[src/hw/rtl/scd_pkg.sv]
// ----------------------------------------------------------------------------
// scd_pkg
// Shared constants, types and the sine table for the stereo chorus delay.
// ----------------------------------------------------------------------------
`default_nettype none

package scd_pkg;

    localparam int LINE_DEPTH   = 1024;
    localparam int SINE_ENTRIES = 1024;
    localparam int SAMPLE_BITS  = 24;

    localparam int LINE_BITS = $clog2(LINE_DEPTH);
    localparam int SINE_BITS = $clog2(SINE_ENTRIES);
    localparam int FRAC_BITS = 8;
    localparam int POS_BITS  = LINE_BITS + FRAC_BITS;
    localparam int FILL_W    = LINE_BITS + 1;

    localparam int SINE_W  = 16;
    localparam int PHASE_W = 32;
    localparam int BASE_W  = 18;
    localparam int DEPTH_W = 16;
    localparam int STEP_W  = 24;
    localparam int MIX_W   = 16;

    localparam int CFG_DATA_W  = 24;
    localparam int CFG_INDEX_W = 3;

    localparam int MIX_SHIFT  = 15;
    localparam int MIX_UNITY  = 1 << MIX_SHIFT;
    localparam int ROUND_HALF = 1 << (MIX_SHIFT - 1);

    localparam int MUL_A_W = SAMPLE_BITS + 2;
    localparam int MUL_B_W = MIX_SHIFT + 2;
    localparam int MUL_P_W = MUL_A_W + MUL_B_W;
    localparam int ACC_W   = MUL_P_W + 1;

    localparam int DSUM_W    = ((BASE_W > POS_BITS) ? BASE_W : POS_BITS) + 3;
    localparam int MAX_DELAY = (LINE_DEPTH - 2) * 256;
    localparam int TOTAL_POS = LINE_DEPTH * 256;

    localparam logic [BASE_W-1:0]  BASE_RESET  = BASE_W'(36864);
    localparam logic [DEPTH_W-1:0] DEPTH_RESET = DEPTH_W'(9216);
    localparam logic [STEP_W-1:0]  STEP_RESET  = STEP_W'(134218);
    localparam logic [MIX_W-1:0]   MIX_RESET   = MIX_W'(9830);

    typedef enum logic [CFG_INDEX_W-1:0] {
        REG_BASE_DELAY = 3'd0,
        REG_MOD_DEPTH  = 3'd1,
        REG_PHASE_STEP = 3'd2,
        REG_WET_MIX    = 3'd3
    } cfg_reg_t;

    typedef logic signed [SINE_W-1:0] sine_tab_t [SINE_ENTRIES];

    // quarter-wave polynomial, q1.15 result
    function automatic logic signed [SINE_W-1:0] sine_of_phase(input logic [PHASE_W-1:0] p);
        logic [1:0]  quad;
        logic [63:0] x;
        logic [63:0] x2;
        logic [63:0] t;
        logic [63:0] s;
        quad = p[31:30];
        x    = 64'(p[29:14]);
        if (quad[0])
        begin
            x = 64'd65536 - x;
        end
        x2 = (x * x) >> 16;
        t  = (64'd4765 * x2) >> 16;
        t  = 64'd42155 - t;
        t  = (t * x2) >> 16;
        t  = 64'd102939 - t;
        s  = ((t * x) >> 16) >> 1;
        if (s > 64'd32767)
        begin
            s = 64'd32767;
        end
        sine_of_phase = quad[1] ? -SINE_W'(s) : SINE_W'(s);
    endfunction

    function automatic sine_tab_t build_sine_tab();
        sine_tab_t tab;
        for (int k = 0; k < SINE_ENTRIES; k++)
        begin
            tab[k] = sine_of_phase(PHASE_W'((64'(k) << PHASE_W) / SINE_ENTRIES));
        end
        build_sine_tab = tab;
    endfunction

    localparam sine_tab_t SINE_TAB = build_sine_tab();

endpackage

`default_nettype wire

[src/hw/rtl/scd_mul.sv]
// ----------------------------------------------------------------------------
// scd_mul
// Shared signed multiplier with a registered product, held when not enabled.
// ----------------------------------------------------------------------------
`default_nettype none

module scd_mul (
    input  wire logic                                 clk,
    input  wire logic                                 en,
    input  wire logic signed [scd_pkg::MUL_A_W-1:0]   a,
    input  wire logic signed [scd_pkg::MUL_B_W-1:0]   b,
    output logic signed      [scd_pkg::MUL_P_W-1:0]   p
);

    logic signed [scd_pkg::MUL_P_W-1:0] p_reg;

    always_ff @(posedge clk)
    begin
        if (en)
        begin
            p_reg <= a * b;
        end
    end

    assign p = p_reg;

endmodule

`default_nettype wire

[config.mk]
export PLATFORM = sky130hd
export DESIGN_NAME = scd_mul
export DESIGN_NICKNAME = d
export VERILOG_FILES = /design/src/hw/rtl/scd_pkg.sv /design/src/hw/rtl/scd_mul.sv
export SDC_FILE = /design/constraint.sdc
export NUM_CORES = 1
export LEC_CHECK = 0
export BUFFER_PORTS_ARGS = -buffer_cell sky130_fd_sc_hd__clkbuf_2
export CORE_MARGIN = 4
export CORE_UTILIZATION = 65
export CTS_CLUSTER_DIAMETER = 80
export DETAILED_ROUTE_END_ITERATION = 8
export PLACE_DENSITY = 0.84
export SYNTH_ARGS = -nofsm -noshare
export SYNTH_HDL_FRONTEND = slang
export SYNTH_SLANG_ARGS = --single-unit
export TNS_END_PERCENT = 100
[constraint.sdc]
create_clock -name clk -period 9.5 [get_ports clk]
set_input_delay 2.85 -clock clk [delete_from_list [all_inputs] [get_ports clk]]
set_output_delay 2.85 -clock clk [all_outputs]
set_load 0.005 [all_outputs]
==> results of run 1 <==
## final timing paths
path / startpoint / to / cells past startpoint
max: b[2] / p[39]$_DFFE_PP_ / 21
min: a[0] / p[0]$_DFFE_PP_ / 2
## cells in the mapped netlist (all sizes together), types with 2 or more instances
cell type	n	area share (%)
fa	431	51
inv	417	9.3
nand2	241	5.4
and2	190	7.1
ha	103	7.7
clkbuf	72	1.6
a21oi	43	1.3
edfxtp	43	7.7
nor2	43	0.96
xnor2	28	1.5
o21ai	20	0.60
nand2b	16	0.60
a21o	15	0.67
xor2	13	0.68
nand3	8	0.24
a211oi	7	0.34
a31oi	6	0.26
nor2b	6	0.22
o21bai	5	0.22
nand4	4	0.15
nor3	4	0.12
o211ai	4	0.18
o21a	4	0.18
a2111oi	3	0.19
and3	3	0.11
or2	3	0.11
a211o	2	0.10
a31o	2	0.16
and4	2	0.10
nor3b	2	0.089
o31ai	2	0.089
or3	2	0.074
## metal layers
layer / vias up / GRT usage [%]
met5: - / 0
met4: 0 / 16.23
met3: 182 / 4.344
met2: 582 / 52.60
met1: 6190 / 36.44
li1: 5227 / -
## cell type report
type / count / area [sq um] / area share, %
multi-input combinational: 1224 / 13680 / 77.38
inverter: 417 / 1565 / 8.853
sequential: 43 / 1291 / 7.303
timing repair buffer: 104 / 563.0 / 3.184
tap: 330 / 412.9 / 2.335
clock buffer: 5 / 125.1 / 0.7077
clock inverter: 3 / 42.54 / 0.2406
## critical path: cells and delay by family
family          cells  cell delay [ns]
simple gates        4             0.63
compound gates      4             0.96
buf+inv             5             0.85
xor+xnor            1             0.13
fa+ha+maj           7             3.41
## metrics by stage
stage	utilization, %	area [sq um]	cells	hold slack, ns
finish	69.81	17680	2126	3.049
global route	69.81	17680	2126	3.072
CTS	69.81	17680	2126	3.039
detailed placement	69.15	17510	2118	3.249
global placement	69.15	17510	2118	3.249
floorplan	-	16810	1756	2.963
## cells by family (layout without fill, tap and decap cells)
| group | count (synthesis) | in the layout | share of synthesized area, % |
|---|---|---|---|
| compound gates | 122 | 122 | 4.854 |
| xor+xnor | 41 | 41 | 2.137 |
| fa+ha+maj | 534 | 534 | 59.00 |
| buf+inv | 489 | 529 | 10.92 |
| flops | 43 | 43 | 7.683 |
| simple gates | 527 | 527 | 15.40 |
## cells in the final DEF (no fill, tap or decap), types with 2 or more instances in the layout
cell type / n
o21a_1: 4
o21ai_1: 6
nand4_1: 4
nor3_1: 4
or2_2: 3
and4_1: 2
o211ai_1: 4
nand3_1: 8
a2111oi_0: 2
nand2b_1: 16
o21bai_1: 5
nand2_1: 241
a31oi_1: 5
inv_1: 417
clkbuf_2: 87
a211o_1: 2
buf_4: 17
xor2_1: 13
nor3b_1: 2
a21o_1: 15
a211oi_1: 6
clkbuf_16: 5
o21ai_0: 14
fa_1: 431
nor2b_1: 6
and3_1: 3
or3_1: 2
ha_1: 103
xnor2_1: 28
edfxtp_1: 43
nor2_1: 43
a21oi_1: 42
o31ai_1: 2
and2_1: 190
==> flow_metrics.py, run 1 <==
metrics = {
    "run_status": {
        "status": "completed",
    },
    "worst_hold_path": {
        "hold_class": "in -> reg",
    },
    "logic_synthesis": {
        "synth_seq_cells": 43,
        "syn_area_per_cell_sq_um": 9.571,
        "yosys_warnings": 0,
        "synthArstFlopShare_pct": 0,
        "synthCells": 1756,
        "synth-edff-count": 43,
        "ys_seq_area_share_pct": 7.683,
        "synthDistinctLibCells": 50,
        "syn-cell-area_sq_mm": 0.01681,
        "syn-num-nets": 2335,
        "synth-main-ff-cell": "edfxtp_1",
    },
    "layout": {
        "area_delta_synth_final_pct": 5.196,
        "fin_nets": 2374,
        "drive_gt1_share_pct": 6.849,
        "n_antenna_cell": 0,
        "largest_reg_flops": 43,
        "fill_cells": 1888,
    },
    "critical_path": {
        "cp-end-kind": "flip-flop",
        "critPathSlowestCell": "fa_1",
        "cpMostUsedCell": "fa_1",
        "arrival_ns": 8.85,
        "start_kind": "input port",
        "worstSetupPathType": "in -> reg",
        "crit_required_ns": 9.54,
        "max_stage_delay_ns": 0.57,
        "crit_chain": "clkbuf_2, buf_4, nand2_1, fa_1, fa_1, fa_1, inv_1, fa_1, fa_1, inv_1, fa_1, inv_1, ha_1, nand2_1, nor3_1, o21ai_1, a31oi_1, o211ai_1, nand3b_1, a21oi_1, xnor2_1",
        "critPathMaxFanout": 20,
    },
    "floorplanning": {
        "fp.coreArea_sq_mm": 0.02533,
        "die_h_um": 168.8,
        "dieArea_sq_mm": 0.02849,
        "die_width_um": 168.8,
        "num_rows": 58,
        "initial_core_util_pct": 66.36,
        "ioPinCount": 88,
    },
    "clocking": {
        "cts_root_buf": "clkbuf_16",
        "holdBufCountCts": 0,
        "clock_path_buffers": 2,
        "post_cts_buffers": 0,
        "cts_sinks": 43,
        "cts_tree": "built",
        "cts_buffers": 5,
        "h-tree-depth": 2,
        "ctsResizeCount": 0,
        "path_clk_slew_ns": 0.07,
    },
    "place": {
        "place_ws_ns": 0.4798,
        "dp_hpwl_mm": 34.06,
        "gp_congestion": 0.9490,
        "io_buffer_count": 87,
    },
    "detailed_routing": {
        "detail_route.wl_per_cell_um": 18.80,
        "firstDrtPassIters": 8,
        "drc": 0,
        "final_antenna_net_count": 0,
        "wl_met2_mm": 20.93,
        "wl_met3_mm": 2.808,
        "top_layer": "met4",
        "post_drt_via_cell_ratio": 5.730,
        "vias": 12180,
        "wl_met1_mm": 13.54,
        "wirelength_mm": 39.98,
        "drt_iter0_drc": 733,
    },
    "global_routing": {
        "grt_pass1_wl_mm": 67.84,
        "grt_pass1_vias": 13800,
        "grt_use_total_pct": 30.18,
        "grt_max_degree": 44,
        "overflow": 0,
        "antenna_found_initial": 0,
    },
    "sta": {
        "period_minus_slack_ns": 8.810,
        "finalHoldViolCount": 0,
        "rsz0062_at_grt": "false",
        "setup_viol": 0,
        "slew_headroom_pct": 22.08,
        "fmax_ghz": 0.1135,
        "worstMarginPinSlew_ns": 1.169,
        "layout_setup_ws_ns": 0.6895,
        "fin_setup_tns_ns": 0,
        "fin_crit_sh_pct": 92.74,
        "slew_violations": 0,
    },
    "flow_run": {
        "maxCapViolCount": 0,
    },
}
Power of run 1 is not shown: default switching activity piles up to over one toggle a cycle in this logic, so the estimate is an artifact.
==> run 2: changes to the inputs <==
Settings changed: ABC_AREA from default to 1.
==> run 2 against run 1 <==
Critical path depth fell by 2. Flip-flop and latch count did not move. Die area rose by 9.4%. Core utilization fell by 0.94 points. Design area rose by 8.8%. Clock-buffer cell count rose by 1. Global-route usage rose by 2.7 points. Largest cell class unchanged. Sequential share of layout area fell by 0.59 points.
==> flow_metrics.py, run 2 <==
metrics = {
    "logic_synthesis": {
        "syn-num-nets": 2946,
        "synth-edff-count": 43,
        "synth-main-ff-cell": "edfxtp_1",
        "synth_top_family_by_area": "adder cells",
        "syn_area_per_cell_sq_um": 7.800,
        "ys_seq_area_share_pct": 6.994,
        "synthDistinctLibCells": 31,
        "synth_commonest_cells": "inv_1, nand2_1, fa_1, ha_1, clkbuf_1",
        "synth-adder-area-share_pct": 53.71,
        "syn-cell-area_sq_mm": 0.01846,
        "yosysTopAreaCellShare_pct": 46.73,
        "synth_compound_area_share_pct": 1.355,
        "post-synth-top-count-cell": "inv_1",
        "yosys.area_share.simple_pct": 20.18,
        "synthCells": 2367,
        "synth_top_area_cell": "fa_1",
        "post_synth_mux_area_share_pct": 0,
        "synth_area_leaders": "fa_1, inv_1, nand2_1, edfxtp_1, ha_1",
        "synth-xor-area-share_pct": 1.044,
        "synth_seq_cells": 43,
        "synthArstFlopShare_pct": 0,
        "yosys_warnings": 0,
    },
    "layout": {
        "multi_input_area_sq_mm": 0.01409,
        "fin_nets": 2945,
        "final_cell_mix": "inv_1, nand2_1, fa_1",
        "regArea_sq_mm": 0.001291,
        "area_delta_synth_final_pct": 4.195,
        "final_cells": 2748,
        "final_common_cell": "inv_1",
        "drive_gt1_share_pct": 7.140,
        "largest_reg_flops": 43,
        "fill_cells": 2235,
    },
    "critical_path": {
        "critPathSlowestCell": "fa_1",
        "max_stage_delay_ns": 0.68,
        "crit_chain": "clkbuf_2, nand2_1, fa_1, inv_1, fa_1, fa_1, inv_1, fa_1, inv_1, fa_1, fa_1, ha_1, inv_1, nor3_1, nand2_1, nor2_1, nand3_1, nand4_1, nand2_1",
        "critical_path.top_delay_family": "adder cells",
        "cpMostUsedCell": "fa_1",
        "worstSetupPathType": "in -> reg",
        "critPathLaunch": "b[5]",
        "path_depth": 19,
        "crit_required_ns": 9.55,
        "path_buf_inv": 5,
        "critPathMaxFanout": 26,
        "start_kind": "input port",
        "arrival_ns": 8.71,
        "endpoint": "p[42]$_DFFE_PP_",
        "cp-end-kind": "flip-flop",
    },
    "global_routing": {
        "grt_pass1_wl_mm": 80.52,
        "antenna_found_initial": 2,
        "grt_use_total_pct": 32.86,
        "overflow": 0,
        "grt_max_degree": 44,
        "grt_pass1_vias": 16490,
    },
    "detailed_routing": {
        "vias": 14790,
        "post_drt_via_cell_ratio": 5.383,
        "wirelength_mm": 48.53,
        "drc": 0,
        "detail_route.wl_per_cell_um": 17.66,
        "drt_iter0_drc": 1166,
        "final_antenna_net_count": 0,
        "firstDrtPassIters": 6,
    },
    "sta": {
        "fmax_ghz": 0.1154,
        "fin_setup_tns_ns": 0,
        "rsz0062_at_grt": "false",
        "setup_viol": 0,
        "slew_headroom_pct": 25.95,
        "finalHoldViolCount": 0,
        "period_minus_slack_ns": 8.666,
        "worstMarginPinSlew_ns": 1.111,
        "fin_crit_sh_pct": 91.22,
        "slew_violations": 0,
        "whs_ns": 3.157,
    },
    "clocking": {
        "cts_sinks": 43,
        "h-tree-depth": 2,
        "holdBufCountCts": 0,
        "post_cts_buffers": 0,
        "path_clk_slew_ns": 0.06,
        "clock_path_buffers": 2,
        "cts_root_buf": "clkbuf_16",
        "ctsResizeCount": 0,
        "cts_tree": "built",
        "cts_buffers": 5,
    },
    "floorplanning": {
        "die_h_um": 176.5,
        "fp.coreArea_sq_mm": 0.02793,
        "num_rows": 61,
        "die_width_um": 176.5,
        "dieArea_sq_mm": 0.03116,
        "ioPinCount": 88,
        "initial_core_util_pct": 66.09,
    },
    "place": {
        "gp_congestion": 0.9408,
        "io_buffer_count": 87,
        "dp_hpwl_mm": 39.40,
        "dp_cells": 2737,
    },
    "run_status": {
        "status": "completed",
    },
    "worst_hold_path": {
        "hold_class": "in -> reg",
    },
    "flow_run": {
        "maxCapViolCount": 0,
    },
}
## run 2: area by class of cell
class | count | share of cell area [%]
Clock buffer | 6 | 0.6699
Clock inverter | 2 | 0.3122
Inverter | 720 | 14.05
Multi-Input combinational cell | 1502 | 73.22
Antenna cell | 3 | 0.03902
Sequential cell | 43 | 6.712
Timing Repair Buffer | 94 | 2.537
Tap cell | 378 | 2.459
## run 2: cells by family after synthesis
family,Yosys count
adders and majority gates,534
AOI/OAI and AO/OA,41
DFF,43
and+or+nand+nor,905
xor gates and xnor gates,22
buffers and inverters,822
## run 2: how the worst min path moves through the flow
stage | startpoint | endpoint | slack, ns | cells past startpoint
floorplan | en | p[0]$_DFFE_PP_ | 2.96 | 0
global placement | p[27]$_DFFE_PP_ | p[27] | 3.25 | 1
detailed placement | p[2]$_DFFE_PP_ | p[2] | 3.25 | 1
CTS | a[0] | p[0]$_DFFE_PP_ | 3.14 | 3
global route | a[0] | p[0]$_DFFE_PP_ | 3.23 | 3
finish | a[0] | p[0]$_DFFE_PP_ | 3.16 | 3
## run 2: routing by layer
metal	share of wire, %	up-vias	global-route usage (%)
met3	8.2	211	4.861
met2	51	735	58.04
met1	36	7260	40.13
met4	4.9	0	14.73
li1	-	6586	-
met5	0	-	0
## run 2: metrics by stage
step	util, %	setup slack (ns)	instance area, sq um
2_1_floorplan	-	1.242	18460
3_3_place_gp	68.16	0.8700	19040
3_5_place_dp	68.16	0.6473	19040
4_1_cts	68.84	0.9459	19230
5_1_grt	68.86	0.5407	19230
6_report	68.87	0.8339	19240
Power of run 2 is left out for the same reason.
==> run 3: changes to the inputs <==
--- a/config.mk
+++ b/config.mk
@@ -8,9 +8,9 @@
 export ABC_AREA = 1
 export BUFFER_PORTS_ARGS = -buffer_cell sky130_fd_sc_hd__clkbuf_2
-export CORE_MARGIN = 4
 export CORE_UTILIZATION = 65
 export CTS_CLUSTER_DIAMETER = 80
 export DETAILED_ROUTE_END_ITERATION = 8
 export PLACE_DENSITY = 0.84
+export SLEW_MARGIN = 10
 export SYNTH_ARGS = -nofsm -noshare
 export SYNTH_HDL_FRONTEND = slang
==> constraint.sdc (replaced) <==
create_clock -name clk -period 9.5 [get_ports clk]
set_input_delay 0.95 -clock clk [delete_from_list [all_inputs] [get_ports clk]]
set_output_delay 0.95 -clock clk [all_outputs]
set_load 0.005 [all_outputs]
==> run 3 against run 2 <==
Core utilization about the same. Wire length up 0.85%. Global-route usage up 3.8 points. Via count up 0.75%. Cell count down 0.25%. Non-clock buffer count down 6. Hold slack worse by 1.9 ns. Critical path type unchanged. Critical endpoint unchanged.
==> flow_metrics.py, run 3 (synthesized netlist as in run 2, its figures left out) <==
metrics = {
    "critical_path": {
        "critPathSlowestCell": "fa_1",
        "crit_required_ns": 9.55,
        "start_kind": "input port",
        "max_stage_delay_ns": 0.84,
        "cp-end-kind": "flip-flop",
        "crit_chain": "clkbuf_2, nand2_1, fa_1, inv_1, fa_1, fa_1, inv_1, fa_1, inv_1, fa_1, fa_1, ha_1, inv_1, nor3_1, nand2_1, nor2_1, nand3_1, nand4_1, nand2_1",
        "arrival_ns": 6.87,
        "cpMostUsedCell": "fa_1",
        "worstSetupPathType": "in -> reg",
        "critPathMaxFanout": 26,
    },
    "clocking": {
        "cts_root_buf": "clkbuf_16",
        "path_clk_slew_ns": 0.06,
        "holdBufCountCts": 0,
        "cts_sinks": 43,
        "h-tree-depth": 2,
        "ctsResizeCount": 0,
        "cts_tree": "built",
        "clock_path_buffers": 2,
        "cts_buffers": 5,
        "post_cts_buffers": 0,
    },
    "detailed_routing": {
        "wl_met2_mm": 24.78,
        "drt_iter0_drc": 1122,
        "wl_met1_mm": 17.17,
        "firstDrtPassIters": 6,
        "post_drt_via_cell_ratio": 5.437,
        "wl_met3_mm": 4.514,
        "vias": 14900,
        "drc": 0,
        "final_antenna_net_count": 0,
        "detail_route.wl_per_cell_um": 17.85,
        "wirelength_mm": 48.94,
        "top_layer": "met4",
    },
    "floorplanning": {
        "die_h_um": 170.5,
        "dieArea_sq_mm": 0.02908,
        "ioPinCount": 88,
        "die_width_um": 170.5,
        "fp.coreArea_sq_mm": 0.02786,
        "initial_core_util_pct": 66.27,
        "num_rows": 61,
    },
    "sta": {
        "finalHoldViolCount": 0,
        "fin_crit_sh_pct": 71.83,
        "slew_headroom_pct": 22.98,
        "rsz0062_at_grt": "false",
        "fin_setup_tns_ns": 0,
        "fmax_ghz": 0.1465,
        "period_minus_slack_ns": 6.824,
        "slew_violations": 0,
        "worstMarginPinSlew_ns": 1.155,
        "setup_viol": 0,
    },
    "global_routing": {
        "grt_max_degree": 44,
        "grt_use_total_pct": 36.64,
        "grt_pass1_vias": 16320,
        "antenna_found_initial": 2,
        "grt_pass1_wl_mm": 81.04,
        "overflow": 0,
    },
    "place": {
        "gp_congestion": 0.9615,
        "dp_hpwl_mm": 39.29,
        "io_buffer_count": 87,
    },
    "layout": {
        "largest_reg_flops": 43,
        "area_delta_synth_final_pct": 3.938,
        "fin_nets": 2939,
        "final_cell_mix": "inv_1, nand2_1, fa_1",
        "final_common_cell": "inv_1",
        "drive_gt1_share_pct": 6.904,
    },
    "flow_run": {
        "maxCapViolCount": 0,
    },
    "worst_hold_path": {
        "hold_path_end": "p[0]$_DFFE_PP_",
        "min_path_cells": 3,
        "hold_class": "in -> reg",
        "hold_start": "a[0]",
    },
    "run_status": {
        "status": "completed",
    },
}
[run 3: cell count changes in the layout (fill, tap and decap cells not counted), sizes merged]
cell	delta
buf	-6
diode	-1
[run 3: critical path: cells and delay by family]
family | cells | cell delay, ns
buffers and inverters | 5 | 1.00
AND/OR/NAND/NOR | 7 | 1.11
adder cells (fa/ha/maj) | 7 | 3.76
[run 3: per-stage QoR]
stage / hold WS (ns) / area (sq um) / cells / worst slack [ns] / util, %
finish: 1.262 / 19190 / 2741 / 2.676 / 68.88
global route: 1.286 / 19190 / 2741 / 2.340 / 68.88
CTS: 1.254 / 19180 / 2739 / 2.693 / 68.87
detailed placement: 1.349 / 19000 / 2731 / 2.385 / 68.19
global placement: 1.348 / 19000 / 2731 / 2.578 / 68.19
floorplan: 1.063 / 18460 / 2367 / 3.142 / -
[run 3: per-layer routing]
metal,track usage [%],vias to the layer above
li1,-,6570
met1,43.11,7305
met3,6.662,237
met5,0,-
met2,64.61,791
met4,17.90,0
[run 3: worst max-delay path by stage]
| stage | from | to | slack, ns | depth (start not counted) |
|---|---|---|---|---|
| global placement | b[5] | p[38]$_DFFE_PP_ | 2.58 | 17 |
| finish | b[5] | p[42]$_DFFE_PP_ | 2.68 | 19 |
| CTS | b[5] | p[41]$_DFFE_PP_ | 2.69 | 19 |
| floorplan | b[5] | p[42]$_DFFE_PP_ | 3.14 | 20 |
| global route | b[5] | p[41]$_DFFE_PP_ | 2.34 | 19 |
| detailed placement | b[5] | p[41]$_DFFE_PP_ | 2.38 | 19 |
[run 3: final cells by class]
class / instances / area [sq um]
multi-input cells: 1502 / 14090
clock inverters: 2 / 60.06
well taps: 378 / 473.0
repair buffers: 88 / 442.9
clock buffers: 6 / 128.9
diodes: 2 / 5.005
flip-flops and latches: 43 / 1291
fillers: 2254 / 8668
inverters: 720 / 2703
Power of run 3 is left out for the same reason.
